### src/rtl/tmf_pkg.sv
// ----------------------------------------------------------------------------
// tmf_pkg
// Shared types and constants for the triangular membership fuzzifier.
// ----------------------------------------------------------------------------
package tmf_pkg;

  localparam int unsigned FRAC_BITS = 15;
  localparam int unsigned CORNER_W  = 8;
  localparam int unsigned DEG_W     = 16;
  localparam int unsigned REM_W     = CORNER_W + 1;
  localparam int unsigned N_CELLS   = FRAC_BITS + 1;
  localparam int unsigned CFG_IDX_W = 2;

  localparam logic [CFG_IDX_W-1:0] CFG_LEFT  = CFG_IDX_W'(0);
  localparam logic [CFG_IDX_W-1:0] CFG_PEAK  = CFG_IDX_W'(1);
  localparam logic [CFG_IDX_W-1:0] CFG_RIGHT = CFG_IDX_W'(2);

  localparam logic [CORNER_W-1:0] LEFT_RST  = CORNER_W'(0);
  localparam logic [CORNER_W-1:0] PEAK_RST  = CORNER_W'(128);
  localparam logic [CORNER_W-1:0] RIGHT_RST = CORNER_W'(255);

  localparam logic [DEG_W-1:0] UNIT_DEGREE = DEG_W'(64'd1 << FRAC_BITS);

  // item travelling down the divider chain
  typedef struct packed {
    logic                ovr;      // result fixed, no quotient
    logic                ovr_one;  // fixed result is 1.0 (else 0)
    logic [CORNER_W-1:0] den;
    logic [REM_W-1:0]    rem;
    logic [DEG_W-1:0]    quot;
  } cell_t;

endpackage

### src/rtl/tmf_classify.sv
// ----------------------------------------------------------------------------
// tmf_classify
// Head cell: picks shoulder / triangle rule, forms numerator and denominator.
// ----------------------------------------------------------------------------
module tmf_classify (
  input  logic                          clk_i,
  input  logic                          rst_ni,
  input  logic                          valid_i,
  output logic                          ready_o,
  input  logic [tmf_pkg::CORNER_W-1:0]  sample_i,
  input  logic [tmf_pkg::CORNER_W-1:0]  left_i,
  input  logic [tmf_pkg::CORNER_W-1:0]  peak_i,
  input  logic [tmf_pkg::CORNER_W-1:0]  right_i,
  output logic                          valid_o,
  input  logic                          ready_i,
  output tmf_pkg::cell_t                data_o
);
  import tmf_pkg::*;

  logic                valid_q;
  cell_t               data_q, data_d;
  logic                ovr, ovr_one, use_rise;
  logic [CORNER_W-1:0] rise_num, rise_den, fall_num, fall_den;

  assign rise_num = sample_i - left_i;
  assign rise_den = peak_i - left_i;
  assign fall_num = right_i - sample_i;
  assign fall_den = right_i - peak_i;

  always_comb begin
    ovr      = 1'b0;
    ovr_one  = 1'b0;
    use_rise = 1'b0;
    if (peak_i == left_i) begin
      if (sample_i < left_i) begin
        ovr     = 1'b1;
        ovr_one = 1'b1;
      end else if (sample_i > right_i) begin
        ovr = 1'b1;
      end else if (right_i == peak_i) begin
        ovr     = 1'b1;
        ovr_one = 1'b1;
      end
    end else if (peak_i == right_i) begin
      use_rise = 1'b1;
      if (sample_i > right_i) begin
        ovr     = 1'b1;
        ovr_one = 1'b1;
      end else if (sample_i < left_i) begin
        ovr = 1'b1;
      end
    end else if ((sample_i > left_i) && (sample_i < peak_i)) begin
      use_rise = 1'b1;
    end else if ((sample_i > peak_i) && (sample_i < right_i)) begin
      use_rise = 1'b0;
    end else if (sample_i == peak_i) begin
      ovr     = 1'b1;
      ovr_one = 1'b1;
    end else begin
      ovr = 1'b1;
    end

    data_d.ovr     = ovr;
    data_d.ovr_one = ovr_one;
    data_d.den     = use_rise ? rise_den : fall_den;
    data_d.rem     = {1'b0, (use_rise ? rise_num : fall_num)};
    data_d.quot    = '0;
    if (ovr) begin
      data_d.den = CORNER_W'(1);
      data_d.rem = '0;
    end
  end

  assign ready_o = ~valid_q | ready_i;

  always_ff @(posedge clk_i or negedge rst_ni) begin
    if (!rst_ni) begin
      valid_q <= 1'b0;
    end else if (ready_o) begin
      valid_q <= valid_i;
    end
  end

  always_ff @(posedge clk_i) begin
    if (valid_i && ready_o) begin
      data_q <= data_d;
    end
  end

  assign valid_o = valid_q;
  assign data_o  = data_q;

endmodule

### src/rtl/tmf_div_cell.sv
// ----------------------------------------------------------------------------
// tmf_div_cell
// One restoring-division cell: resolves one quotient bit per item.
// ----------------------------------------------------------------------------
module tmf_div_cell (
  input  logic           clk_i,
  input  logic           rst_ni,
  input  logic           valid_i,
  output logic           ready_o,
  input  tmf_pkg::cell_t data_i,
  output logic           valid_o,
  input  logic           ready_i,
  output tmf_pkg::cell_t data_o
);
  import tmf_pkg::*;

  logic                valid_q;
  cell_t               data_q, data_d;
  logic                ge;
  logic [REM_W-1:0]    diff;

  assign ge   = data_i.rem >= {1'b0, data_i.den};
  assign diff = ge ? (data_i.rem - {1'b0, data_i.den}) : data_i.rem;

  always_comb begin
    data_d      = data_i;
    // diff < den, so it fits the corner width before the shift
    data_d.rem  = {diff[CORNER_W-1:0], 1'b0};
    data_d.quot = {data_i.quot[DEG_W-2:0], ge};
  end

  assign ready_o = ~valid_q | ready_i;

  always_ff @(posedge clk_i or negedge rst_ni) begin
    if (!rst_ni) begin
      valid_q <= 1'b0;
    end else if (ready_o) begin
      valid_q <= valid_i;
    end
  end

  always_ff @(posedge clk_i) begin
    if (valid_i && ready_o) begin
      data_q <= data_d;
    end
  end

  assign valid_o = valid_q;
  assign data_o  = data_q;

endmodule

### src/rtl/triangular_membership_fuzzifier_core.sv
// ----------------------------------------------------------------------------
// triangular_membership_fuzzifier_core
// Triangular / shoulder fuzzy membership, Q1.15 degree, pipelined divider.
// ----------------------------------------------------------------------------
//  channel | signals                               | dir
//  input   | in_valid_i, in_ready_o, sample_i      | in
//  result  | out_valid_o, out_ready_i, degree_o    | out
//  config  | cfg_valid_i, cfg_ready_o, cfg_index_i,| in
//          | cfg_data_i                            |
//
// One item per cycle sustained while results are taken; the stages are one
// classify cell, one divider cell per quotient bit, one output register.
// Every cell holds its item under stall and takes a new one as soon as it
// empties, so bubbles collapse. Reset empties the chain and loads the
// corner defaults. Config writes are always taken.
module triangular_membership_fuzzifier_core (
  input  logic                           clk_i,
  input  logic                           rst_ni,
  input  logic                           in_valid_i,
  output logic                           in_ready_o,
  input  logic [tmf_pkg::CORNER_W-1:0]   sample_i,
  output logic                           out_valid_o,
  input  logic                           out_ready_i,
  output logic [tmf_pkg::DEG_W-1:0]      degree_o,
  input  logic                           cfg_valid_i,
  output logic                           cfg_ready_o,
  input  logic [tmf_pkg::CFG_IDX_W-1:0]  cfg_index_i,
  input  logic [tmf_pkg::CORNER_W-1:0]   cfg_data_i
);
  import tmf_pkg::*;

  logic [CORNER_W-1:0] left_q, peak_q, right_q;
  logic                chain_valid [N_CELLS+1];
  logic                chain_ready [N_CELLS+1];
  cell_t               chain_data  [N_CELLS+1];
  logic                out_valid_q;
  logic [DEG_W-1:0]    degree_q, degree_d;
  logic                out_load;

  assign cfg_ready_o = 1'b1;

  always_ff @(posedge clk_i or negedge rst_ni) begin
    if (!rst_ni) begin
      left_q  <= LEFT_RST;
      peak_q  <= PEAK_RST;
      right_q <= RIGHT_RST;
    end else if (cfg_valid_i) begin
      case (cfg_index_i)
        CFG_LEFT:  left_q  <= cfg_data_i;
        CFG_PEAK:  peak_q  <= cfg_data_i;
        CFG_RIGHT: right_q <= cfg_data_i;
        default: ;
      endcase
    end
  end

  tmf_classify u_classify (
    .clk_i    (clk_i),
    .rst_ni   (rst_ni),
    .valid_i  (in_valid_i),
    .ready_o  (in_ready_o),
    .sample_i (sample_i),
    .left_i   (left_q),
    .peak_i   (peak_q),
    .right_i  (right_q),
    .valid_o  (chain_valid[0]),
    .ready_i  (chain_ready[0]),
    .data_o   (chain_data[0])
  );

  for (genvar k = 0; k < N_CELLS; k++) begin : g_cell
    tmf_div_cell u_cell (
      .clk_i   (clk_i),
      .rst_ni  (rst_ni),
      .valid_i (chain_valid[k]),
      .ready_o (chain_ready[k]),
      .data_i  (chain_data[k]),
      .valid_o (chain_valid[k+1]),
      .ready_i (chain_ready[k+1]),
      .data_o  (chain_data[k+1])
    );
  end

  // output register
  assign chain_ready[N_CELLS] = ~out_valid_q | out_ready_i;
  assign out_load = chain_valid[N_CELLS] & chain_ready[N_CELLS];

  always_comb begin
    degree_d = chain_data[N_CELLS].quot;
    if (chain_data[N_CELLS].ovr) begin
      degree_d = chain_data[N_CELLS].ovr_one ? UNIT_DEGREE : '0;
    end
  end

  always_ff @(posedge clk_i or negedge rst_ni) begin
    if (!rst_ni) begin
      out_valid_q <= 1'b0;
    end else if (chain_ready[N_CELLS]) begin
      out_valid_q <= chain_valid[N_CELLS];
    end
  end

  always_ff @(posedge clk_i) begin
    if (out_load) begin
      degree_q <= degree_d;
    end
  end

  assign out_valid_o = out_valid_q;
  assign degree_o    = degree_q;

endmodule

### config.mk
export PLATFORM = sky130hd
export DESIGN_NAME = triangular_membership_fuzzifier_core
export DESIGN_NICKNAME = d
export VERILOG_FILES = /design/src/rtl/tmf_pkg.sv /design/src/rtl/tmf_classify.sv /design/src/rtl/tmf_div_cell.sv /design/src/rtl/triangular_membership_fuzzifier_core.sv
export SDC_FILE = /design/constraint.sdc
export NUM_CORES = 1
export LEC_CHECK = 0
export BUFFER_PORTS_ARGS = -buffer_cell sky130_fd_sc_hd__buf_2
export CAP_MARGIN = 10
export CORE_ASPECT_RATIO = 1.5
export CORE_MARGIN = 2
export CORE_UTILIZATION = 45
export CTS_BUF_LIST = sky130_fd_sc_hd__clkbuf_4 sky130_fd_sc_hd__clkbuf_8
export DETAILED_ROUTE_END_ITERATION = 8
export GPL_TIMING_DRIVEN = 0
export REMOVE_ABC_BUFFERS = 1
export SYNTH_ARGS = -nofsm -noshare
export SYNTH_HDL_FRONTEND = slang
export SYNTH_HIERARCHICAL = 1
export SYNTH_SLANG_ARGS = --single-unit
### constraint.sdc
create_clock -name clk_i -period 6.3 [get_ports clk_i]
set_input_delay 0.945 -clock clk_i [delete_from_list [all_inputs] [get_ports clk_i]]
set_output_delay 0.945 -clock clk_i [all_outputs]
set_load 0.01 [all_outputs]
# --- After elaboration in Yosys (flattened, before gate mapping) ---
# Cells that the tools add are included.
totals:
  word_cells: 264
  inputBits: 23
  ff_bits: 484
  output_inout_bits: 19
classes:
  n_eq_ne: 6
  bitwise: 37
  order_cmp: 22
  add_sub_neg: 19
  n_reduce_logical: 23
  mux: 39
ops:
  columns: ["operator", "n"]
  rows:
  - ["8-bit subtractor", 19]
  - ["8-bit 2-to-1 mux", 17]
  - ["9-bit by 8-bit greater-or-equal comparator with 1-bit output", 15]
  - ["8-bit == test", 4]
  - ["16-bit 2-to-1 mux", 2]
  - ["8-bit > comparator", 3]
  - ["8-bit < comparator", 3]
  - ["1-bit 2-to-1 mux", 20]
  - ["1-bit logical AND", 19]
  - ["1-bit NOT", 18]
  - ["1-bit OR", 18]
  - ["8-bit greater-or-equal comparator", 1]
  - ["2-bit AND reduction", 3]
  - ["2-bit by 1-bit == test with 1-bit output (second input constant)", 1]
  - ["2-bit == test (second input constant)", 1]
  - ["2-bit logical NOT", 1]
  - ["1-bit bitwise AND", 1]

# --- Longest topological paths before layout ---
# Gate-level depths: netlist of the first run.
logic_depth:
  ltp_word: 20
  ltp_mapped: 19
  depth_no_buf: 19

# --- Hierarchy ---
# The synthesis of the first run kept the hierarchy.
modules_own_cells:
  columns: ["mod", "area_per_inst_um2", "cells_each", "seq_area_each_um2", "n_inst"]
  rows:
  - ["tmf_div_cell at g_cell[0].u_cell ...", 1596.5, 109, 1046.0, 13]
  - ["tmf_div_cell at g_cell[14].u_cell ...", 1615.3, 106, 1046.0, 3]
  - ["tmf_classify", 2927.8, 339, 565.5, 1]
  - ["triangular_membership_fuzzifier_core", 1567.8, 90, 1117.3, 1]

# --- Least setup slack after synthesis of the first run ---
# Ideal clock, no wire load.
synth_path:
  path_type: "input to output"
  start: "input out_ready_i"
  end: "output in_ready_o"
  arrival_time_ps: 3758
  n_path_buf: 0
  t_required_ps: 5355
  stages: 18
  path_slack_ps: 1597
  cell_sequence: "nand2b_1 nand2b_1 nand2b_1 nand2b_1 nand2b_1 nand2b_1 nand2b_1 nand2b_1 nand2b_1 nand2b_1 nand2b_1 nand2b_1 nand2b_1 nand2b_1 nand2b_1 nand2b_1 nand2b_1 nand2b_1"
synth_lines:
  columns: ["element", "line_no", "rtl"]
  rows:
  - ["from (decl)", "triangular_membership_fuzzifier_core.sv:23", "input logic out_ready_i,"]
  - ["to (decl)", "triangular_membership_fuzzifier_core.sv:20", "output logic in_ready_o,"]

==> metrics.md, run 1 <==
| Metric | Value |
|---|---|
| Worst Reg2Reg Path Length in Cells | 19 |
| Post-synthesis cell count | 1976 |
| Final nets | 2249 |
| Antenna viol nets, final | 0 |
| PnR worst setup slack | 1010 ps |
| Hold Crit Class | in -> async |
| Worst slack, placed | 1060 ps |
| Final Skew | 43.3 ps |
| Largest stage delay, worst path | 190 ps |
| Die Area | 58800 um^2 |
| Worst EP required | 5350 ps |
| Maxcap violations | 0 |
| Post-Place Cells | 2721 |
| Iteration-0 DRC Markers | 491 |
| Detailed-route wire length | 47800 um |
| WL per Instance | 16.7 um |
| Layout cells sized above 1 | 17.6% |
| Syn_area_per_cell | 12.9 um^2 |
| Crit path top cell by count | nand2b_1 |
| RSZ-0062 raised after global routing | no |
| Highest clock rate | 0.189 GHz |
| # hold bufs at CTS | 0 |
| CTS Root Cell | clkbuf_8 |
| Period minus WS final | 5290 ps |
| Pwr dens | 479 nW/um^2 |
| # IOs | 42 |
| Initial Util | 45.3% |
| Clk_lat worst skew | 660 ps |
| Total CTS buffers | 77 |
| CP Launch Type | input pin |
| Actual slew at the worst max-slew pin | 1200 ps |
| Yosys warning total | 6 |
| CP top delay family | simple AND/OR/NAND/NOR gates |
| Tcrit/Tclk final | 83.9% |
| Post-CTS Setup Bufs | 0 |
| CP Capture Type | primary output |
| Drt drc | 0 |
| Max Slew Vio Count | 0 |
| CP Class | in -> out |
| Chip height | 296 um |
| Clock Pin Slew Worst Setup and Hold Paths | 60 ps |
| Setup TNS | 0 ps |
| Gpl congestion | 0.876 |
| Hold Violations, Final | 0 |
| FF-to-FF setup slack | 2060 ps |
| Vias | 15.1k |
| DP Wirelength | 36400 um |
| Grt ovf | 0 |
| TritonCTS clock tree | done |
| DR vias/cell | 5.27 |
| Crit-path cells | buf_2 > nand2b_1 > nand2b_1 > nand2b_1 > nand2b_1 > nand2b_1 > nand2b_1 > nand2b_1 > nand2b_1 > nand2b_1 > nand2b_1 > nand2b_1 > nand2b_1 > nand2b_1 > nand2b_1 > nand2b_1 > nand2b_1 > nand2b_1 > nand2b_1 > buf_2 |
| LEAKAGE | 0.0110 uW |
| Vias in the first global route | 15.9k |
| Area growth syn-to-layout | 9.80% |
| Clk sinks | 484 |
| Worst ir drop on vdd | 282 uV |
| Worst r2r src | out_valid_o |
| Crit-path slowest cell | nand2b_1 |
| 1st-pass router iterations | 5 |
| Rows | 107 |
| Die X | 199 um |
| Critical Path AT | 4340 ps |
| First-pass GRT wire length | 77500 um |
| GR Util All Layers | 16.8% |
| Critical path peak fanout | 3 |
| Port-buffer cells | 40 |
| Worst Path Buf+Inv | 2 |
| Fin cells | 2867 |
| Initial antenna violation count | 2 |
| Total chip power | 13400 uW |
| Max Buffers Root-to-Sink | 3 |
| Post-Syn Area | 25600 um^2 |
| Worst R2R End | u_classify/data_o[34] |
| Core area | 56500 um^2 |
| Pin count of the biggest net entering global routing | 43 |
| Slew headroom | 20.3% |
| Status | finished clean |
| CTS H-tree depth | 3 |
| CTS resizes | 0 |
| Setup violators final | 0 |
[final cells by class]
type	count	area [um^2]
Clock buffer	104	1280
Multi-Input combinational cell	1197	9990
Clock inverter	37	268
Sequential cell	484	14300
Antenna cell	1	2.50
Inverter	234	878
Tap cell	763	955
Timing Repair Buffer	47	385
Fill cell	4935	28400
[how the worst max path moves through the flow]
stage,startpoint,end,slack (ps),depth (start not counted)
after global placement,out_ready_i,in_ready_o,1020,20
after global routing,out_ready_i,in_ready_o,590,20
final,out_ready_i,in_ready_o,1010,20
after CTS,out_ready_i,in_ready_o,990,20
after detailed placement,out_ready_i,in_ready_o,1060,20
after floorplan,out_ready_i,in_ready_o,1600,18
[registers in the layout, summed over array words and instances (netlist names)]
signal / count
left_q: 8
u_classify/data_o: 18
degree_o: 16
g_cell.u_cell/valid_o: 16
g_cell.u_cell/data_o: 408
peak_q: 8
right_q: 8
u_classify/valid_o: 1
out_valid_o: 1
[layer usage]
layer	up-vias	wire, um	track usage (%)
li1	7441	-	-
met1	7285	16100	14.9
met2	265	28300	35.0
met3	113	1540	2.90
met4	2	1880	8.66
met5	-	7	0
[stage by stage]
step	hold slack, ps	cell area (um^2)	utilization, %
2_1_floorplan	400	25200	-
3_3_place_gp	401	26400	46.6
3_5_place_dp	405	26400	46.8
4_1_cts	402	28000	49.5
5_1_grt	238	28100	49.7
6_report	263	28100	49.7
[power by group]
part / internal, uW / leakage (uW) / switching (uW)
Sequential: 4780 / 0.00478 / 407
Combinational: 2550 / 0.00544 / 3050
Clock: 1430 / 0.000822 / 1230
Total: 8760 / 0.0110 / 4690
[cell usage in the layout, fill, tap and decap left out, drive strengths merged, types with 19 or more instances in the layout]
| master | instances |
|---|---|
| a211oi | 26 |
| a21oi | 79 |
| nor3 | 55 |
| inv | 238 |
| xnor2 | 41 |
| nand2b | 45 |
| nor2b | 38 |
| clkbuf | 104 |
| a21o | 56 |
| o21a | 26 |
| clkinv | 29 |
| or3 | 19 |
| fa | 19 |
| dfrtp | 33 |
| mux2i | 30 |
| o21ai | 75 |
| edfxtp | 442 |
| nand3 | 48 |
| nand2 | 56 |
| buf | 47 |
| mux2 | 103 |
| nor2 | 56 |
| ha | 166 |
| xor2 | 19 |
| and2 | 20 |
[worst reg2reg max path, stage by stage (launching register included)]
cell and delay, ps:
dfrtp_1 350, nand2b_1 80, nand2b_1 170, nand2b_1 180, nand2b_1 170, nand2b_1 170, nand2b_1 170, nand2b_1 170
nand2b_1 180, nand2b_1 180, nand2b_1 180, nand2b_1 190, nand2b_1 180, nand2b_1 170, nand2b_1 170, nand2b_1 170
nand2b_1 170, nand2b_1 170, nand2b_1 190, and2_1 450
No activity file was read; power rests on OpenSTA's default activity.
==> run 2, diff against run 1 <==
==> constraint.sdc (replaced) <==
create_clock -name clk_i -period 4.6 [get_ports clk_i]
set_input_delay 0.69 -clock clk_i [delete_from_list [all_inputs] [get_ports clk_i]]
set_output_delay 0.69 -clock clk_i [all_outputs]
set_load 0.01 [all_outputs]
==> run 2 against run 1 <==
Effect of this change: non-clock buffer count grew 1; wire length grew 0.35%; worst hold slack gained 13 ps; clock power grew 37%; largest cell class unchanged; cell area grew 0.49%; sequential power grew 37%; count of clock-buffer cells in the layout is the same; power grew 37%; highest routed layer unchanged; critical path type is now reg -> out; utilization grew 0.24 points; global-route usage is essentially flat; critical path depth shrank 1.
==> metrics.md, run 2 (same netlist as run 1, synthesis figures left out) <==
| Metric | Value |
|---|---|
| First-pass GRT wire length | 77700 um (was 77500 um) |
| Worst EP required | 3910 ps (was 5350 ps) |
| Die Area | 58800 um^2 (unchanged) |
| Max Slew Vio Count | 0 (unchanged) |
| Area growth syn-to-layout | 10.3% (was 9.80%) |
| FF-to-FF setup slack | 610 ps (was 2060 ps) |
| Status | finished clean (unchanged) |
| Initial Util | 45.3% (unchanged) |
| Commonest cells after routing, fill and taps aside | edfxtp_1, inv_1, ha_1 (unchanged) |
| Pin count of the biggest net entering global routing | 43 (unchanged) |
| Critical path peak fanout | 3 (unchanged) |
| CTS Root Cell | clkbuf_8 (unchanged) |
| DR vias/cell | 5.28 (was 5.27) |
| Clk sinks | 484 (unchanged) |
| Iteration-0 DRC Markers | 509 (was 491) |
| CP Class | reg -> out (was in -> out) |
| Actual slew at the worst max-slew pin | 1190 ps (was 1200 ps) |
| Pwr dens | 654 nW/um^2 (was 479 nW/um^2) |
| Die X | 199 um (unchanged) |
| Core area | 56500 um^2 (unchanged) |
| Port-buffer cells | 40 (unchanged) |
| FF+latch area | 14300 um^2 (unchanged) |
| 1st-pass router iterations | 5 (unchanged) |
| Hold_sp | in_valid_i |
| PnR worst setup slack | 269 ps (was 1010 ps) |
| Antenna viol nets, final | 0 (unchanged) |
| Clock share of power | 19.8% (about the same) |
| Detailed-route wire length | 48000 um (was 47800 um) |
| Worst slack, placed | -131 ps (was 1060 ps) |
| Chip height | 296 um (unchanged) |
| RSZ-0062 raised after global routing | no (unchanged) |
| Setup crit start | out_valid_o (was out_ready_i) |
| Sequential share of power | 38.6% (about the same) |
| GR Util All Layers | 16.9% (was 16.8%) |
| FILL cells | 4921 (was 4935) |
| Area of the multi-input gates | 10100 um^2 (was 9990 um^2) |
| Slew headroom | 20.7% (was 20.3%) |
| Final Skew | 42.5 ps (was 43.3 ps) |
| LEAKAGE | 0.0112 uW (was 0.0110 uW) |
| Hold path cells | 2 |
| Sw frac | 34.9% (about the same) |
| Largest register FFs | 408 (unchanged) |
| Setup violators final | 0 (unchanged) |
| Switching Power | 6450 uW (was 4690 uW) |
| Worst ir drop on vdd | 387 uV (was 282 uV) |
| Clk_lat worst skew | 660 ps (about the same) |
| Highest clock rate | 0.231 GHz |
| Clock Pin Slew Worst Setup and Hold Paths | 60 ps (about the same) |
| Max Buffers Root-to-Sink | 3 (unchanged) |
| Tcrit/Tclk final | 94.2% |
| Post-CTS Setup Bufs | 0 (unchanged) |
| Gpl congestion | 0.876 (unchanged) |
| TritonCTS clock tree | done (unchanged) |
| Pint | 12000 uW (was 8760 uW) |
| Vias | 15.1k (about the same) |
| Critical Path AT | 3640 ps (was 4340 ps) |
| Period minus WS final | 4330 ps |
| Worst r2r src | left_q[0] (was out_valid_o) |
| # IOs | 42 (unchanged) |
| Worst Reg2Reg Path Length in Cells | 8 (was 19) |
| Maxcap violations | 0 (unchanged) |
| Drt drc | 0 (unchanged) |
| Layout cells sized above 1 | 18.4% (was 17.6%) |
| Initial antenna violation count | 2 (unchanged) |
| Post-layout instance area | 28200 um^2 (was 28100 um^2) |
| CTS H-tree depth | 3 (unchanged) |
| Total CTS buffers | 77 (unchanged) |
| Vias in the first global route | 16.0k (was 15.9k) |
| Placed Instance Area | 26400 um^2 (unchanged) |
| Total chip power | 18400 uW (was 13400 uW) |
| CP Launch Type | flip-flop (was input pin) |
| DP Wirelength | 36400 um (unchanged) |
| Grt ovf | 0 (unchanged) |
| Commonest non-fill, non-tap cell in the layout | edfxtp_1 (unchanged) |
| Hold Violations, Final | 0 (unchanged) |
| CP Capture Type | primary output (unchanged) |
| WL per Instance | 16.7 um (about the same) |
| Rows | 107 (unchanged) |
| Hold Crit Class | in -> reg (was in -> async) |
| Final nets | 2250 (was 2249) |
| Logic pwr share | 41.7% (about the same) |
==> run 2: what timing repair did <==
item | 4_1_cts | 5_1_grt
hold endpoints to repair | 0 | 6
resized for setup | 11 | 6
hold buffers | 0 | 1
setup endpoints to repair | 1 | 1
==> run 2: critical path, stage by stage (launching register included) <==
cell and delay, ps:
dfrtp_1 350, nand2b_1 90, nand2b_4 150, nand2b_4 140, nand2b_4 140, nand2b_4 140
nand2b_4 140, nand2b_4 140, nand2b_4 150, nand2b_4 140, nand2b_4 140, nand2b_4 140
nand2b_4 140, nand2b_4 140, nand2b_4 140, nand2b_4 140, nand2b_4 140, nand2b_4 140
nand2b_4 150, buf_2 140
==> run 2: cell type report <==
type	instances	share of cell area (%)
Timing Repair Buffer	48	1.40
Multi-Input combinational cell	1197	35.8
Sequential cell	484	50.8
Inverter	234	3.11
Clock inverter	37	0.948
Antenna cell	1	0.00886
Clock buffer	104	4.54
Tap cell	763	3.38
==> run 2: power by group through the flow <==
stage | Sequential, uW | Combinational (uW) | Clock [uW]
2_1_floorplan | 6970 | 6040 | 0
3_3_place_gp | 7180 | 7330 | 0
3_5_place_dp | 7210 | 7610 | 0
4_1_cts | 7140 | 7670 | 3790
5_1_grt | 7250 | 8480 | 3970
6_report | 7110 | 7690 | 3650
==> run 2: path summary, 6_finish.rpt <==
kind | endpoint
worst max-delay path | in_ready_o
worst min-delay path | u_classify/valid_o
worst max register to register | u_classify/data_o[25]
worst min register to register | g_cell[15].u_cell/data_o[4]
max in group asynchronous | right_q[1]
min in group asynchronous | out_valid_o
==> run 2: stage by stage <==
| step | hold WS, ps | utilization (%) | std cells | TNS [ps] |
|---|---|---|---|---|
| CTS | 215 | 49.7 | 2862 | 0 |
| floorplan | 394 | - | 1915 | 0 |
| global placement | 401 | 46.6 | 2718 | -2700 |
| detailed placement | 405 | 46.8 | 2721 | -2350 |
| global route | 235 | 50.0 | 2868 | 0 |
| finish | 276 | 50.0 | 2868 | 0 |
==> run 2: routing by layer <==
metal / vias up / GRT usage [%] / wire, um
li1: 7446 / - / -
met1: 7300 / 14.9 / 16100
met4: 2 / 8.66 / 1910
met2: 264 / 35.1 / 28400
met3: 118 / 2.91 / 1550
met5: - / 0 / 7
==> run 3, diff against run 2 <==
--- a/config.mk
+++ b/config.mk
@@ -8,7 +8,6 @@
 export BUFFER_PORTS_ARGS = -buffer_cell sky130_fd_sc_hd__buf_2
 export CAP_MARGIN = 10
 export CORE_ASPECT_RATIO = 1.5
-export CORE_MARGIN = 2
 export CORE_UTILIZATION = 45
 export CTS_BUF_LIST = sky130_fd_sc_hd__clkbuf_4 sky130_fd_sc_hd__clkbuf_8
 export DETAILED_ROUTE_END_ITERATION = 8
==> run 3 against run 2 <==
Effect of this change: count of clock-buffer cells in the layout unchanged; global-route usage is 0.66 points higher; via count up 1.0%; sequential power about the same; utilization is 0.71 points higher; sequential share of layout area decreased by 0.24 points; critical path type unchanged; wire length is 2.2% higher; first-iteration DRC count up 29%; combinational power barely moved; clock power increased by 7.4%; worst hold slack improved by 19 ps.
==> metrics.md, run 3 (same netlist as run 1, synthesis figures left out) <==
| Metric | Value |
|---|---|
| First-pass GRT wire length | 79900 um (was 77700 um) |
| Crit path top cell by count | nand2b_4 (unchanged) |
| GR Util All Layers | 17.5% (was 16.9%) |
| Hold Crit Class | in -> reg (unchanged) |
| Antenna viol nets, final | 0 (unchanged) |
| Worst EP required | 3910 ps (about the same) |
| Crit-path cells | nand2b_1 > nand2b_4 > nand2b_4 > nand2b_4 > nand2b_4 > nand2b_1 > nand2b_4 > nand2b_4 > nand2b_4 > nand2b_4 > nand2b_4 > nand2b_4 > nand2b_4 > nand2b_4 > nand2b_4 > nand2b_4 > nand2b_4 > nand2b_4 > buf_2 (was nand2b_1 > nand2b_4 > nand2b_4 > nand2b_4 > nand2b_4 > nand2b_4 > nand2b_4 > nand2b_4 > nand2b_4 > nand2b_4 > nand2b_4 > nand2b_4 > nand2b_4 > nand2b_4 > nand2b_4 > nand2b_4 > nand2b_4 > nand2b_4 > buf_2) |
| Grt ovf | 0 (unchanged) |
| Post-layout instance area | 28400 um^2 (was 28200 um^2) |
| CTS H-tree depth | 3 (unchanged) |
| Worst Path Buf+Inv | 1 (unchanged) |
| CP Capture Type | primary output (unchanged) |
| Die X | 197 um (was 199 um) |
| Vias | 15.3k (was 15.1k) |
| # IOs | 42 (unchanged) |
| Iteration-0 DRC Markers | 656 (was 509) |
| DP Wirelength | 36700 um (was 36400 um) |
| Vias in the first global route | 16.4k (was 16.0k) |
| Drt drc | 0 (unchanged) |
| Initial Util | 45.7% (was 45.3%) |
| Clk sinks | 484 (unchanged) |
| Area growth syn-to-layout | 10.9% (was 10.3%) |
| Pwr dens | 661 nW/um^2 (was 654 nW/um^2) |
| Worst slack, placed | -167 ps (was -131 ps) |
| CTS Root Cell | clkbuf_8 (unchanged) |
| CP Class | reg -> out (unchanged) |
| 1st-pass router iterations | 5 (unchanged) |
| Final nets | 2252 (was 2250) |
| Maxcap violations | 0 (unchanged) |
| LEAKAGE | 0.0113 uW (was 0.0112 uW) |
| Die Area | 57800 um^2 (was 58800 um^2) |
| Pin count of the biggest net entering global routing | 43 (unchanged) |
| TritonCTS clock tree | done (unchanged) |
| Worst ir drop on vdd | 349 uV (was 387 uV) |
| Total chip power | 18700 uW (was 18400 uW) |
| Port-buffer cells | 40 (unchanged) |
| CP top delay family | simple AND/OR/NAND/NOR gates (unchanged) |
| Commonest cells after routing, fill and taps aside | edfxtp_1, inv_1, ha_1 (unchanged) |
| Critical Path AT | 3700 ps (was 3640 ps) |
| Gpl congestion | 0.866 (was 0.876) |
| Actual slew at the worst max-slew pin | 1140 ps (was 1190 ps) |
| Highest clock rate | 0.228 GHz (was 0.231 GHz) |
| WL per Instance | 17.1 um (was 16.7 um) |
| Total CTS buffers | 76 (was 77) |
| Chip height | 294 um (was 296 um) |
| Hold slack final | 295 ps (was 276 ps) |
| CP Launch Type | flip-flop (unchanged) |
| Layout cells sized above 1 | 18.4% (about the same) |
| Critical path peak fanout | 3 (unchanged) |
| Commonest non-fill, non-tap cell in the layout | edfxtp_1 (unchanged) |
| Period minus WS final | 4390 ps (was 4330 ps) |
| Setup violators final | 0 (unchanged) |
| Clk_lat worst skew | 650 ps (was 660 ps) |
| Placed Instance Area | 26400 um^2 (about the same) |
| Hold Violations, Final | 0 (unchanged) |
| Final Skew | 33.1 ps (was 42.5 ps) |
| Crit-path slowest cell | dfrtp_1 (unchanged) |
| Largest stage delay, worst path | 340 ps (was 350 ps) |
| Tcrit/Tclk final | 95.5% (was 94.2%) |
| Rows | 106 (was 107) |
| Max Slew Vio Count | 0 (unchanged) |
| Max Buffers Root-to-Sink | 3 (unchanged) |
| Detailed-route wire length | 49000 um (was 48000 um) |
| Status | finished clean (unchanged) |
| Clock Pin Slew Worst Setup and Hold Paths | 60 ps (about the same) |
| Initial antenna violation count | 2 (unchanged) |
| PnR worst setup slack | 206 ps (was 269 ps) |
| Slew headroom | 24.3% (was 20.7%) |
| Largest register FFs | 408 (unchanged) |
| Core area | 56000 um^2 (was 56500 um^2) |
| DR vias/cell | 5.33 (was 5.28) |
==> run 3: cell type report <==
class / instances / area [um^2]
inverter: 234 / 878
sequential: 484 / 14300
clock inverter: 38 / 367
tap: 756 / 946
timing repair buffer: 51 / 425
clock buffer: 104 / 1300
fill: 4917 / 27600
multi-input combinational: 1197 / 10100
antenna: 2 / 5.00
==> run 3: final timing paths <==
kind	start	end	slack (ps)	cells after the start
worst max-delay path	out_valid_o	in_ready_o	210	19
worst min-delay path	in_valid_i	u_classify/valid_o	290	2
worst max register to register	left_q[0]	u_classify/data_o[25]	470	8
worst min register to register	g_cell[4].u_cell/data_o[34]	g_cell[5].u_cell/data_o[34]	400	0
max in group asynchronous	rst_ni	right_q[1]	3410	3
min in group asynchronous	rst_ni	g_cell[14].u_cell/valid_o	570	2
==> run 3: metal layers <==
metal  part of all wire (%)  vias to the layer above  track usage, %
met5                  0.027                        -               0
met4                    3.7                        2            8.70
met3                    3.4                      118            2.73
met2                     60                      298            36.8
met1                     33                     7417            15.5
li1                       -                     7451               -
==> run 3: through the flow <==
step | setup TNS [ps] | util, % | std cells
6_report | 0 | 50.7 | 2866
5_1_grt | -11.2 | 50.7 | 2865
4_1_cts | 0 | 50.4 | 2857
3_3_place_gp | -2690 | 47.1 | 2711
3_5_place_dp | -2860 | 47.2 | 2714
2_1_floorplan | 0 | - | 1915
==> run 3: worst reg2reg max path, delay by kind of cell, from the launching register on <==
family	cells	cell delay [ps]
AND/OR/NAND/NOR	4	2050
AO/OA/AOI/OAI	2	800
adder cells (fa/ha/maj)	2	610
flip-flops	1	420
==> run 3: power breakdown <==
group / internal, uW / total, uW / switching [uW]
sequential: 6540 / 7110 / 570
combinational: 3510 / 7710 / 4200
clock: 2200 / 3920 / 1720
==> run 3: repair_timing <==
action,4_1_cts,5_1_grt
hold endpoints to repair,0,3
hold buffers,0,1
pin swaps,0,0
endpoints found under the setup margin,1,1
setup buffers,1,1
resized for setup,11,5
